<file path="src/tmt32_pkg.sv">
// Shared types, constants and functions of the TinyMT32 generator.
`timescale 1ns / 1ps

package tmt32_pkg;

	// Generator parameter set.
	localparam logic [31:0] MAT1      = 32'h8f7011ee;
	localparam logic [31:0] MAT2      = 32'hfc78ff1f;
	localparam logic [31:0] TMAT      = 32'h3793fdff;
	localparam logic [31:0] INIT_MULT = 32'h6c078965;
	localparam logic [31:0] LOW31     = 32'h7FFFFFFF;

	// Replacement words for an all-zero expanded state ("TINY").
	localparam logic [31:0] TINY_W0 = 32'h00000054;
	localparam logic [31:0] TINY_W1 = 32'h00000049;
	localparam logic [31:0] TINY_W2 = 32'h0000004E;
	localparam logic [31:0] TINY_W3 = 32'h00000059;

	// Step counts and jump table sizes.
	localparam int unsigned JUMP_TABLE_ENTRIES = 25;
	localparam int unsigned PLAIN_BITS         = 7;
	localparam int unsigned REST_BITS          = 32 - PLAIN_BITS;
	localparam logic [7:0]  WARMUP_STEPS       = 8'd8;
	localparam logic [2:0]  LAST_ROUND         = 3'd7;

	// Configuration register indexes.
	localparam logic [2:0] CFG_INIT_MODE = 3'd0;
	localparam logic [2:0] CFG_SEED0     = 3'd1;
	localparam logic [2:0] CFG_SEED1     = 3'd2;
	localparam logic [2:0] CFG_SEED2     = 3'd3;
	localparam logic [2:0] CFG_SEED3     = 3'd4;

	// Generator state, word 0 at index 0.
	typedef logic [3:0][31:0] gen_state_t;

	// Operation codes carried in the input item.
	typedef enum logic [1:0] {
		OP_DRAW    = 2'd0,
		OP_ADVANCE = 2'd1,
		OP_JUMP    = 2'd2,
		OP_REINIT  = 2'd3
	} op_t;

	// Controller states.
	typedef enum logic [2:0] {
		ST_BOOT,
		ST_IDLE,
		ST_EXPAND,
		ST_FIX,
		ST_STEP,
		ST_JSCAN,
		ST_JWALK,
		ST_JLOAD
	} ctrl_state_t;

	// Datapath actions.
	typedef enum logic [3:0] {
		DP_HOLD,
		DP_DRAW,
		DP_STEP,
		DP_LOAD_DIRECT,
		DP_LOAD_EXPAND,
		DP_EXPAND_ROUND,
		DP_FIX_ZERO,
		DP_JUMP_START,
		DP_JUMP_WALK,
		DP_JUMP_LOAD
	} dp_op_t;

	// Command from controller to datapath.
	typedef struct packed {
		dp_op_t     op;
		logic [2:0] round;
		logic [4:0] poly_idx;
	} dp_cmd_t;

	// Status from datapath to controller.
	typedef struct packed {
		logic init_mode;
	} dp_status_t;

	// One step of the state recurrence.
	function automatic gen_state_t step_state(gen_state_t s);
		logic [31:0] x;
		logic [31:0] y;
		gen_state_t  r;
		begin
			x = (s[0] & LOW31) ^ s[1] ^ s[2];
			x = x ^ (x << 1);
			y = s[3];
			y = y ^ (y >> 1) ^ x;
			r[0] = s[1];
			r[1] = s[2] ^ (y[0] ? MAT1 : 32'h0);
			r[2] = x ^ (y << 10) ^ (y[0] ? MAT2 : 32'h0);
			r[3] = y;
			return r;
		end
	endfunction

	// Output tempering of a state.
	function automatic logic [31:0] temper(gen_state_t s);
		logic [31:0] t0;
		logic [31:0] t1;
		begin
			t1 = s[0] + (s[2] >> 8);
			t0 = s[3] ^ t1;
			if (t1[0]) begin
				t0 = t0 ^ TMAT;
			end
			return t0;
		end
	endfunction

	// Jump polynomials. Bit j is the coefficient applied at walk step j:
	// the low 64 bits come from the second word of an entry, the high 64
	// bits from the first.
	function automatic logic [127:0] jump_poly(logic [4:0] idx);
		logic [127:0] p;
		begin
			case (idx)
				5'd0:  p = {64'hb0a48045db1bfe95, 64'h1b98a18f31f57486};
				5'd1:  p = {64'he29d1503ee564039, 64'h342d0c6dc777e228};
				5'd2:  p = {64'hfd7a37b1acaa7823, 64'h9951a06456708b7e};
				5'd3:  p = {64'h5ab81fcd13ccd9fa, 64'hce6673b3d158340e};
				5'd4:  p = {64'he7d0c5907aee0eea, 64'h090d98e45a895878};
				5'd5:  p = {64'h2e1bd6473d093826, 64'h61def4964ec4ab34};
				5'd6:  p = {64'h33ae14e5d2005a71, 64'h334a0fe77ab182de};
				5'd7:  p = {64'hd654b5930b12fe3e, 64'h3794cc23a5de8a5e};
				5'd8:  p = {64'h0586e1d6b2670a75, 64'h86bf0979d37c9a1e};
				5'd9:  p = {64'h8d859b2a345b1a3f, 64'he2d08ec75db83196};
				5'd10: p = {64'h9d2132eac57edc3a, 64'hd8731c41bcf9f318};
				5'd11: p = {64'ha5c8c0d51e112335, 64'h2ebb41367c1e3386};
				5'd12: p = {64'h7c5c99ea483c815a, 64'h9f1173b680f6752e};
				5'd13: p = {64'h658cd2f421d18c04, 64'h41fbd20233bcb628};
				5'd14: p = {64'h694898799783db46, 64'hc8fc1f0f485cc220};
				5'd15: p = {64'h4cf6c5ecc4826e0b, 64'h8e695f0109724eb6};
				5'd16: p = {64'hf20cef18f4cd9a96, 64'h7478b18cfd3ccb36};
				5'd17: p = {64'h9f0de9fe452bc110, 64'h7feb70c475efda16};
				5'd18: p = {64'habf913e20fcbe635, 64'h1ad541a07a6c610a};
				5'd19: p = {64'h20999170716ca869, 64'h203777ca7d356342};
				5'd20: p = {64'h5dcb2d78b3e9ca0f, 64'h7222f0529a9dd99c};
				5'd21: p = {64'h197365ac9569a8b4, 64'h6dd7a644730f081a};
				5'd22: p = {64'hf2156d44b37e61be, 64'h80bfd2b6153ed5cc};
				5'd23: p = {64'hac7a0ab2f43b15a9, 64'h227df3de640734f4};
				5'd24: p = {64'h40afea91e9ad4b2c, 64'h58440d15ded1d336};
				default: p = 128'h0;
			endcase
			return p;
		end
	endfunction

endpackage

</file>
<file path="src/tmt32_ctrl.sv">
// Controller state machine of the TinyMT32 generator.
`timescale 1ns / 1ps

module tmt32_ctrl
	import tmt32_pkg::*;
(
	input  logic       clk,
	input  logic       arst_n,
	input  logic       s_tvalid,
	output logic       s_tready,
	input  logic [1:0] s_op,
	input  logic [31:0] s_count,
	output logic       m_tvalid,
	input  logic       m_tready,
	output logic       cfg_ready,
	output dp_cmd_t    cmd,
	input  dp_status_t status
);

	ctrl_state_t          state_q, state_d;
	logic [7:0]           cnt_q, cnt_d;
	logic [REST_BITS-1:0] rest_q, rest_d;
	logic [4:0]           idx_q, idx_d;
	logic [6:0]           walk_q, walk_d;
	logic [2:0]           round_q, round_d;
	logic                 out_valid_q, out_valid_d;
	logic                 boot_q;

	// State and counter registers.
	always_ff @(posedge clk or negedge arst_n) begin
		if (!arst_n) begin
			state_q     <= ST_BOOT;
			cnt_q       <= '0;
			rest_q      <= '0;
			idx_q       <= '0;
			walk_q      <= '0;
			round_q     <= '0;
			out_valid_q <= 1'b0;
			boot_q      <= 1'b1;
		end else begin
			state_q     <= state_d;
			cnt_q       <= cnt_d;
			rest_q      <= rest_d;
			idx_q       <= idx_d;
			walk_q      <= walk_d;
			round_q     <= round_d;
			out_valid_q <= out_valid_d;
			if (state_q == ST_IDLE) begin
				boot_q <= 1'b0;
			end
		end
	end

	// Next state and datapath commands.
	always_comb begin
		state_d      = state_q;
		cnt_d        = cnt_q;
		rest_d       = rest_q;
		idx_d        = idx_q;
		walk_d       = walk_q;
		round_d      = round_q;
		out_valid_d  = out_valid_q && !m_tready;
		s_tready     = 1'b0;
		cmd.op       = DP_HOLD;
		cmd.round    = round_q;
		cmd.poly_idx = idx_q;
		case (state_q)
			ST_BOOT: begin
				if (status.init_mode) begin
					cmd.op  = DP_LOAD_DIRECT;
					state_d = ST_IDLE;
				end else begin
					cmd.op  = DP_LOAD_EXPAND;
					round_d = 3'd1;
					state_d = ST_EXPAND;
				end
			end
			ST_IDLE: begin
				s_tready = !out_valid_q || m_tready;
				if (s_tvalid && s_tready) begin
					case (op_t'(s_op))
						OP_DRAW: begin
							cmd.op      = DP_DRAW;
							out_valid_d = 1'b1;
						end
						OP_ADVANCE: begin
							// Short advances step plainly; long ones go through
							// the jump polynomials.
							if (s_count[31:8] == 24'h0) begin
								cnt_d  = s_count[7:0];
								rest_d = '0;
							end else begin
								cnt_d  = {1'b0, s_count[PLAIN_BITS-1:0]};
								rest_d = s_count[31:PLAIN_BITS];
							end
							idx_d   = '0;
							state_d = ST_STEP;
						end
						OP_JUMP: begin
							cnt_d   = {1'b0, s_count[PLAIN_BITS-1:0]};
							rest_d  = s_count[31:PLAIN_BITS];
							idx_d   = '0;
							state_d = ST_STEP;
						end
						OP_REINIT: begin
							if (status.init_mode) begin
								cmd.op = DP_LOAD_DIRECT;
							end else begin
								cmd.op  = DP_LOAD_EXPAND;
								round_d = 3'd1;
								state_d = ST_EXPAND;
							end
						end
						default: begin
							cmd.op = DP_HOLD;
						end
					endcase
				end
			end
			ST_EXPAND: begin
				cmd.op  = DP_EXPAND_ROUND;
				round_d = round_q + 3'd1;
				if (round_q == LAST_ROUND) begin
					state_d = ST_FIX;
				end
			end
			ST_FIX: begin
				cmd.op  = DP_FIX_ZERO;
				cnt_d   = WARMUP_STEPS;
				rest_d  = '0;
				state_d = ST_STEP;
			end
			ST_STEP: begin
				if (cnt_q == 8'd0) begin
					state_d = ST_JSCAN;
				end else begin
					cmd.op = DP_STEP;
					cnt_d  = cnt_q - 8'd1;
				end
			end
			ST_JSCAN: begin
				// Look at the next count bit above the plain steps.
				if (rest_q == '0) begin
					state_d = ST_IDLE;
				end else if (rest_q[0] && (idx_q < 5'(JUMP_TABLE_ENTRIES))) begin
					cmd.op  = DP_JUMP_START;
					walk_d  = '0;
					state_d = ST_JWALK;
				end else begin
					rest_d = rest_q >> 1;
					idx_d  = idx_q + 5'd1;
				end
			end
			ST_JWALK: begin
				cmd.op = DP_JUMP_WALK;
				walk_d = walk_q + 7'd1;
				if (&walk_q) begin
					state_d = ST_JLOAD;
				end
			end
			ST_JLOAD: begin
				cmd.op  = DP_JUMP_LOAD;
				rest_d  = rest_q >> 1;
				idx_d   = idx_q + 5'd1;
				state_d = ST_JSCAN;
			end
			default: begin
				state_d = ST_IDLE;
			end
		endcase
	end

	assign m_tvalid  = out_valid_q;
	assign cfg_ready = !boot_q;

endmodule

</file>
<file path="src/tmt32_datapath.sv">
// Datapath of the TinyMT32 generator: state, jump accumulator, registers, output.
`timescale 1ns / 1ps

module tmt32_datapath
	import tmt32_pkg::*;
(
	input  logic        clk,
	input  logic        arst_n,
	input  logic        cfg_we,
	input  logic [2:0]  cfg_index,
	input  logic [31:0] cfg_data,
	input  dp_cmd_t     cmd,
	output dp_status_t  status,
	output logic [47:0] out_data
);

	logic              mode_q;
	logic [3:0][31:0]  seed_q;
	gen_state_t        gen_q, gen_d;
	gen_state_t        sum_q, sum_d;
	logic [127:0]      poly_q, poly_d;
	logic [31:0]       out_q, out_d;
	gen_state_t        stepped;
	logic [31:0]       prev_w;
	logic [31:0]       mix_w;
	logic [31:0]       prod_w;
	logic [1:0]        wr_sel;

	// Configuration registers.
	always_ff @(posedge clk or negedge arst_n) begin
		if (!arst_n) begin
			mode_q <= 1'b0;
			seed_q <= '0;
		end else if (cfg_we) begin
			case (cfg_index)
				CFG_INIT_MODE: mode_q    <= cfg_data[0];
				CFG_SEED0:     seed_q[0] <= cfg_data;
				CFG_SEED1:     seed_q[1] <= cfg_data;
				CFG_SEED2:     seed_q[2] <= cfg_data;
				CFG_SEED3:     seed_q[3] <= cfg_data;
				default:       mode_q    <= mode_q;
			endcase
		end
	end

	// One expansion round: multiply the previous word and fold it into the next.
	always_comb begin
		wr_sel = cmd.round[1:0];
		prev_w = gen_q[wr_sel - 2'd1];
		mix_w  = prev_w ^ (prev_w >> 30);
		prod_w = INIT_MULT * mix_w;
	end

	// Next values of the state, accumulator, polynomial and output.
	always_comb begin
		stepped = step_state(gen_q);
		gen_d   = gen_q;
		sum_d   = sum_q;
		poly_d  = poly_q;
		out_d   = out_q;
		case (cmd.op)
			DP_DRAW: begin
				gen_d = stepped;
				out_d = temper(stepped);
			end
			DP_STEP: begin
				gen_d = stepped;
			end
			DP_LOAD_DIRECT: begin
				gen_d = seed_q;
			end
			DP_LOAD_EXPAND: begin
				gen_d[0] = seed_q[0];
				gen_d[1] = MAT1;
				gen_d[2] = MAT2;
				gen_d[3] = TMAT;
			end
			DP_EXPAND_ROUND: begin
				gen_d[wr_sel] = gen_q[wr_sel] ^ (prod_w + {29'h0, cmd.round});
			end
			DP_FIX_ZERO: begin
				if (((gen_q[0] & LOW31) == 32'h0) && (gen_q[1] == 32'h0) &&
				    (gen_q[2] == 32'h0) && (gen_q[3] == 32'h0)) begin
					gen_d[0] = TINY_W0;
					gen_d[1] = TINY_W1;
					gen_d[2] = TINY_W2;
					gen_d[3] = TINY_W3;
				end
			end
			DP_JUMP_START: begin
				sum_d  = '0;
				poly_d = jump_poly(cmd.poly_idx);
			end
			DP_JUMP_WALK: begin
				if (poly_q[0]) begin
					sum_d = sum_q ^ gen_q;
				end
				gen_d  = stepped;
				poly_d = poly_q >> 1;
			end
			DP_JUMP_LOAD: begin
				gen_d = sum_q;
			end
			default: begin
				gen_d = gen_q;
			end
		endcase
	end

	// Payload registers.
	always_ff @(posedge clk) begin
		gen_q  <= gen_d;
		sum_q  <= sum_d;
		poly_q <= poly_d;
		out_q  <= out_d;
	end

	assign status.init_mode = mode_q;
	assign out_data         = {out_q[31:16], out_q};

endmodule

</file>
<file path="src/tinymt32_generator.sv">
// Top level of the TinyMT32 generator: controller and datapath.
//
// Input items arrive on the s_ stream: s_tuser holds the operation (draw,
// advance, jump, reinitialize) and s_tdata the step count. Only a draw gives
// a result item on the m_ stream: the tempered word and its upper half.
// Configuration registers (mode and four seed words) are written on the cfg_
// channel by index, by the user only while the block is idle (unchecked).
//
// A draw's result is in the output register the cycle after acceptance,
// and draws are accepted every cycle while the receiver takes results.
// An advance by n below 256 steps the state plainly n times. Jumps, and
// advances of 256 or more, step plainly (count mod 128) times and then
// scan each count bit above bit 6 up to the highest set one; each set bit
// walks 128 successive states through the single state-step unit and
// then loads the sum.
// A reinitialize in direct mode loads the seed words; in expansion mode it
// runs seven multiply rounds, a zero check and eight warm-up steps.
//
// After reset the block expands seed 0 with s_tready low; cfg_ready
// rises in the cycle after s_tready first rises. While a result waits for
// m_tready, no new item is taken.
`timescale 1ns / 1ps

module tinymt32_generator
	import tmt32_pkg::*;
(
	input  logic        clk,
	input  logic        arst_n,
	input  logic        s_tvalid,
	output logic        s_tready,
	input  logic [31:0] s_tdata,   // [31:0] step_count
	input  logic [1:0]  s_tuser,   // [1:0] operation
	output logic        m_tvalid,
	input  logic        m_tready,
	output logic [47:0] m_tdata,   // [31:0] random_word, [47:32] random_half
	input  logic        cfg_valid,
	output logic        cfg_ready,
	input  logic [2:0]  cfg_index,
	input  logic [31:0] cfg_data
);

	dp_cmd_t    cmd;
	dp_status_t status;

	// Sequencing of operations.
	tmt32_ctrl u_ctrl (
		.clk       (clk),
		.arst_n    (arst_n),
		.s_tvalid  (s_tvalid),
		.s_tready  (s_tready),
		.s_op      (s_tuser),
		.s_count   (s_tdata),
		.m_tvalid  (m_tvalid),
		.m_tready  (m_tready),
		.cfg_ready (cfg_ready),
		.cmd       (cmd),
		.status    (status)
	);

	// State, arithmetic and configuration storage.
	tmt32_datapath u_dp (
		.clk       (clk),
		.arst_n    (arst_n),
		.cfg_we    (cfg_valid && cfg_ready),
		.cfg_index (cfg_index),
		.cfg_data  (cfg_data),
		.cmd       (cmd),
		.status    (status),
		.out_data  (m_tdata)
	);

endmodule

</file>
<file path="config.mk">
export PLATFORM = sky130hd
export DESIGN_NAME = tinymt32_generator
export DESIGN_NICKNAME = d
export VERILOG_FILES = /design/src/tmt32_pkg.sv /design/src/tmt32_ctrl.sv /design/src/tmt32_datapath.sv /design/src/tinymt32_generator.sv
export SDC_FILE = /design/constraint.sdc
export NUM_CORES = 2
export LEC_CHECK = 0
export BUFFER_PORTS_ARGS = -buffer_cell sky130_fd_sc_hd__buf_2
export CAP_MARGIN = 20
export CORE_MARGIN = 2
export CORE_UTILIZATION = 45
export DETAILED_ROUTE_END_ITERATION = 10
export PLACE_DENSITY = 0.69
export SKIP_CTS_REPAIR_TIMING = 1
export SLEW_MARGIN = 20
export SYNTH_ARGS = -nofsm -noshare
export SYNTH_HDL_FRONTEND = slang
export SYNTH_SLANG_ARGS = --single-unit
</file>
<file path="constraint.sdc">
create_clock -name clk -period 33.3 [get_ports clk]
set_input_delay 8.325 -clock clk [delete_from_list [all_inputs] [get_ports clk]]
set_output_delay 8.325 -clock clk [all_outputs]
set_load 0.1 [all_outputs]
</file>
After elaboration in Yosys (flattened, before gate mapping)

Memory sizes are Yosys's and may differ from the RTL's.
Cells that the tools add are included.

Bits in registers: 598
Bits in read-only memories: 4064
Input port bits: 74
Output and inout port bits: 51
Logic and storage cells: 193
Memories kept: 1

Memories:

| memory           | depth | width | read ports | clocked after Yosys merged registers in | write ports | RTL line         | text |
|---|---|---|---|---|---|---|---|
| (name not given) | 32    | 127   | 1          | 0                                       | 0           | tmt32_pkg.sv:120 | `case (idx)` |

Add/sub/neg operators: 7
Multiply operators: 1
$lt $le $gt $ge: 4
Equal/unequal tests: 40
Multiplexer cells: 59
Bitwise logic cells: 13
Reduce and logical (&&, ||, !) cells: 45

Operators with widths:

| cell                                                                  | number |
|---|---|
| 128-bit one-hot mux with 6 select lines                               | 1 |
| 128-bit one-hot mux with 2 select lines                               | 2 |
| 128-bit 2-to-1 mux                                                    | 2 |
| 32-bit bitwise XOR                                                    | 8 |
| 32-bit 2-to-1 mux                                                     | 5 |
| 32-bit binary-select mux with 2-bit select                            | 2 |
| 128-bit bitwise mux                                                   | 1 |
| 32-bit zero test                                                      | 4 |
| 128-bit bitwise XOR                                                   | 1 |
| 25-bit 2-to-1 mux                                                     | 4 |
| 25-bit one-hot mux with 4 select lines                                | 1 |
| 32-bit demux with 2-bit select                                        | 1 |
| 25-bit one-hot mux with 2 select lines                                | 1 |
| 3-bit 2-to-1 mux                                                      | 12 |
| 32-bit by 24-bit adder with 32-bit output                             | 1 |
| 32-bit by 3-bit adder with 32-bit output                              | 1 |
| 31-bit by 32-bit multiplier with 32-bit output (first input constant) | 1 |
| 4-bit one-hot mux with 8 select lines                                 | 1 |
| 31-bit by 32-bit bitwise XOR with 32-bit output                       | 1 |
| 32-bit by 2-bit bitwise XOR with 32-bit output                        | 1 |
| 32-bit by 31-bit bitwise XOR with 32-bit output                       | 1 |
| 30-bit 2-to-1 mux                                                     | 1 |
| 25-bit zero test                                                      | 1 |
| 24-bit zero test                                                      | 1 |
| 53 further kinds                                                      | 114 |

Logic depth before layout (Yosys ltp)

Depth after elaboration: 10
Depth in mapped cells: 35
Gate-level depth less buffers: 28

Cells and area by module

From an unflattened synthesis, not the netlist that was laid out.

Cells, all modules: 4436
Area total of the unflattened synthesis: 45356.0 um^2

By module, submodules not included:

| module             | times used | cells an instance | area each (um^2) | seq. area each (um^2) |
|---|---|---|---|---|
| tmt32_datapath     | 1          | 4107              | 42139.2          | 15720.1 |
| tmt32_ctrl         | 1          | 328               | 3210.6           | 1327.5 |
| tinymt32_generator | 1          | 1                 | 6.3              | 0.0 |

Worst setup path before layout

OpenSTA, ideal clock, no wires.

Kind: input to output
Start point: input port m_tready
End point: output port s_tready
Data arrival time: 9.483 ns
Data required time: 24.975 ns
Slack: 15.492 ns
Stages: 3
Buffers on the path: 1
Cell sequence: nand2b_1 clkbuf_1 and3_1

Word-level cells in the longest chain between the ends: 2

Ends and longest elaborated chain:

| item             | RTL line                 | text |
|---|---|---|
| from (decl)      | tinymt32_generator.sv:34 | `input logic m_tready,` |
| 1-bit logical OR | tmt32_ctrl.sv:79         | `s_tready = !out_valid_q \|\| m_tready;` |
| 1-bit 2-to-1 mux | tmt32_ctrl.sv:67         | `case (state_q)` |
| to (decl)        | tinymt32_generator.sv:30 | `output logic s_tready,` |

Every way passes these cells.

Worst setup path after layout

Same ends and word-level chain as after synthesis.

==> impl_metrics.env <==
export IMPL_fin_util_pct=49.1
export IMPL_grt_max_degree=91
export IMPL_cp_common_cell="buf_2"
export IMPL_synthDistinctLibCells=84
export IMPL_setup_violations=0
export IMPL_hpwl_microns=106000
export IMPL_core_sq_mm=0.100
export IMPL_slew_headroom_pct=16.8
export IMPL_cts_tree="yes"
export IMPL_gp_congestion=1.03
export IMPL_critPathMaxFanout=8
export IMPL_syn_num_nets=5094
export IMPL_syn_area_sq_mm=0.0455
export IMPL_wire_per_inst_microns=26.6
export IMPL_fin_crit_sh_pct=53.0
export IMPL_crit_type="primary input to output pin"
export IMPL_clock_latency_ns=0.67
export IMPL_finalClockSkew_ns=0.0511
export IMPL_synth_edf_count=416
export IMPL_antenna_found_initial=11
export IMPL_multi_input_area_sq_mm=0.0260
export IMPL_initial_core_util_pct=45.4
export IMPL_die_area_sq_mm=0.104
export IMPL_hold_viol=0
export IMPL_worstPathCellList="buf_2, nand2b_1, and3_1, buf_2"
export IMPL_nets=5002
export IMPL_remaining_drc_errors=0
export IMPL_cts_sinks=598
export IMPL_die_w_microns=322
export IMPL_hold_class="register to register"
export IMPL_pin_count=125
export IMPL_numCtsBuffers=69
export IMPL_drive_above_1_share_pct=12.0
export IMPL_wl_microns=156000
export IMPL_layout_area_overhead_vs_synth_pct=8.16
export IMPL_rsz0062_at_grt="no"
export IMPL_pre_cts_ws_ns=15.64
export IMPL_critPathArrivalTime_ns=9.34
export IMPL_cp_start_kind="primary input"
export IMPL_grt_overflow=0
export IMPL_fill_cells=9173
export IMPL_finalCriticalPeriod_ns=17.67
export IMPL_dr_first_iter_drc_count=5625
export IMPL_clockBufferDepth=3
export IMPL_dr_pass1_iters=6
export IMPL_die_h_microns=322
export IMPL_syn_area_per_cell_sq_um=9.92
export IMPL_ys_seq_area_share_pct=37.5
export IMPL_grt_pass1_vias=36100
export IMPL_htreeDepth=3
export IMPL_postRouteAntennaNets=0
export IMPL_tightest_slew_ns=1.23
export IMPL_async_reset_ff_share_pct=30.4
export IMPL_critPathSlowestCell="buf_2"
export IMPL_cp_required_ns=24.97
export IMPL_fin_setup_tns_ns=0
export IMPL_max_stage_delay_ns=0.43
export IMPL_yosys_warnings=0
export IMPL_ys_flop_type="edfxtp_1"
export IMPL_grt_first_pass_wirelength_microns=231000
export IMPL_holdWs_ns=0.500
export IMPL_fmax_mhz=56.6
export IMPL_ys_ff_latch=598
export IMPL_vias=38000
export IMPL_status="complete, no violations"
export IMPL_netlist_instances=4586
export IMPL_avgViaCountPerCell=6.48
export IMPL_clkSlewWorstSetupHoldPaths_ns=0.06
export IMPL_clock_root_buffer="clkbuf_16"
export IMPL_setup_slack_ns=15.63
export IMPL_endpoint_kind="output pin"
export IMPL_drv_slew=0
export IMPL_drv_cap=0
export IMPL_grt_use_total_pct=29.6
export IMPL_seq_area_sq_mm=0.0171
export IMPL_rows=116
export IMPL_portBuffers=124
kinds of logic after synthesis:
| family | count (synthesis) | synth area share (%) |
|---|---|---|
| simple gates | 1140 | 11.0 |
| compound gates | 1056 | 15.0 |
| buf+inv | 644 | 5.68 |
| flops | 598 | 37.5 |
| xor+xnor | 506 | 9.79 |
| fa+ha+maj | 434 | 14.4 |
| mux | 208 | 6.71 |
placed cells by master (no fill, tap or decap), types with 51 or more instances in the layout:
master	synthesis	routed
dfrtp_1	181	176
a31oi_1	61	60
clkbuf_16	0	73
inv_1	285	285
edfxtp_1	416	416
a221oi_1	53	52
nor2_1	514	510
a21oi_1	345	345
nand3_1	72	71
nand2_1	288	286
mux4_2	64	64
ha_1	286	282
o211ai_1	51	51
fa_1	148	148
xor2_1	114	114
xnor2_1	389	387
buf_2	46	123
o21ai_0	190	190
mux2_2	134	134
buf_4	20	67
nor3_1	81	78
metrics by stage:
| step | instance area [sq um] | std cells |
|---|---|---|
| final | 49200 | 5854 |
| after detailed placement | 46900 | 5721 |
| after floorplan | 45500 | 4586 |
| after global placement | 46900 | 5721 |
| after global routing | 49200 | 5850 |
| after CTS | 49200 | 5847 |
synthesized netlist by cell type (all sizes together) (44+ instances only):
| cell type | number | area, sq um |
|---|---|---|
| nor2 | 514 | 1930 |
| o211ai | 51 | 383 |
| dfrtp | 181 | 4530 |
| a221oi | 56 | 509 |
| xnor2 | 392 | 3460 |
| mux4 | 64 | 1440 |
| o21a | 44 | 330 |
| edfxtp | 416 | 12500 |
| mux2 | 134 | 1510 |
| xor2 | 114 | 998 |
| nand2 | 290 | 1090 |
| clkbuf | 248 | 932 |
| nor3 | 83 | 425 |
| inv | 286 | 1070 |
| ha | 286 | 3580 |
| fa | 148 | 2960 |
| a22oi | 47 | 353 |
| buf | 106 | 561 |
| a31oi | 61 | 382 |
| a21oi | 346 | 1740 |
| o21ai | 205 | 1030 |
| nand3 | 72 | 360 |
cell type report:
cell class,count,area share [%]
Antenna cell,7,0.0356
Tap cell,1298,3.30
Clock buffer,96,3.99
Inverter,290,2.21
Timing Repair Buffer,191,2.30
Clock inverter,30,0.603
Sequential cell,598,34.7
Multi-Input combinational cell,3344,52.9
flip-flops by register name, summed over array words and instances, names as in the netlist, 7 cells and up:
| name | count |
|---|---|
| u_ctrl.walk_q | 7 |
| u_dp.out_q | 32 |
| u_dp.poly_q | 128 |
| u_dp.sum_q | 128 |
| u_ctrl.cnt_q | 8 |
| u_dp.gen_q | 128 |
| u_ctrl.rest_q | 25 |
| u_dp.seed_q | 128 |
critical path, delay by kind of cell:
family | cells | cell delay (ns)
AND/OR/NAND/NOR | 2 | 0.50
buffers and inverters | 2 | 0.52
per-layer routing:
layer / wire (microns) / share of wire [%] / vias up / GRT usage, %
li1: - / - / 16200 / -
met1: 60200 / 39 / 18400 / 40.3
met2: 66100 / 42 / 2810 / 43.2
met3: 20300 / 13 / 542 / 7.96
met4: 8990 / 5.8 / 8 / 15.2
met5: 49 / 0.031 / - / 0
worst paths after layout:
check                                                    from                      endpoint  slack [ns]  cells after the start
worst max-delay path                                 m_tready                      s_tready       15.63                      4
worst min-delay path              u_dp.seed_q[12]$_DFFE_PN0P_   u_dp.seed_q[12]$_DFFE_PN0P_        0.50                      1
worst max register to register  u_ctrl.round_q[0]$_DFFE_PN0P_     u_dp.gen_q[125]$_DFFE_PP_       23.21                     30
worst min register to register    u_dp.seed_q[12]$_DFFE_PN0P_   u_dp.seed_q[12]$_DFFE_PN0P_        0.50                      1
max in group asynchronous                              arst_n   u_ctrl.idx_q[4]$_DFFE_PN0P_       23.42                      3
min in group asynchronous                              arst_n  u_dp.seed_q[119]$_DFFE_PN0P_        7.71                      1
Power is left out: the tool's default activity adds up to more than one toggle a clock period on the data nets, which glitch-free logic cannot reach.
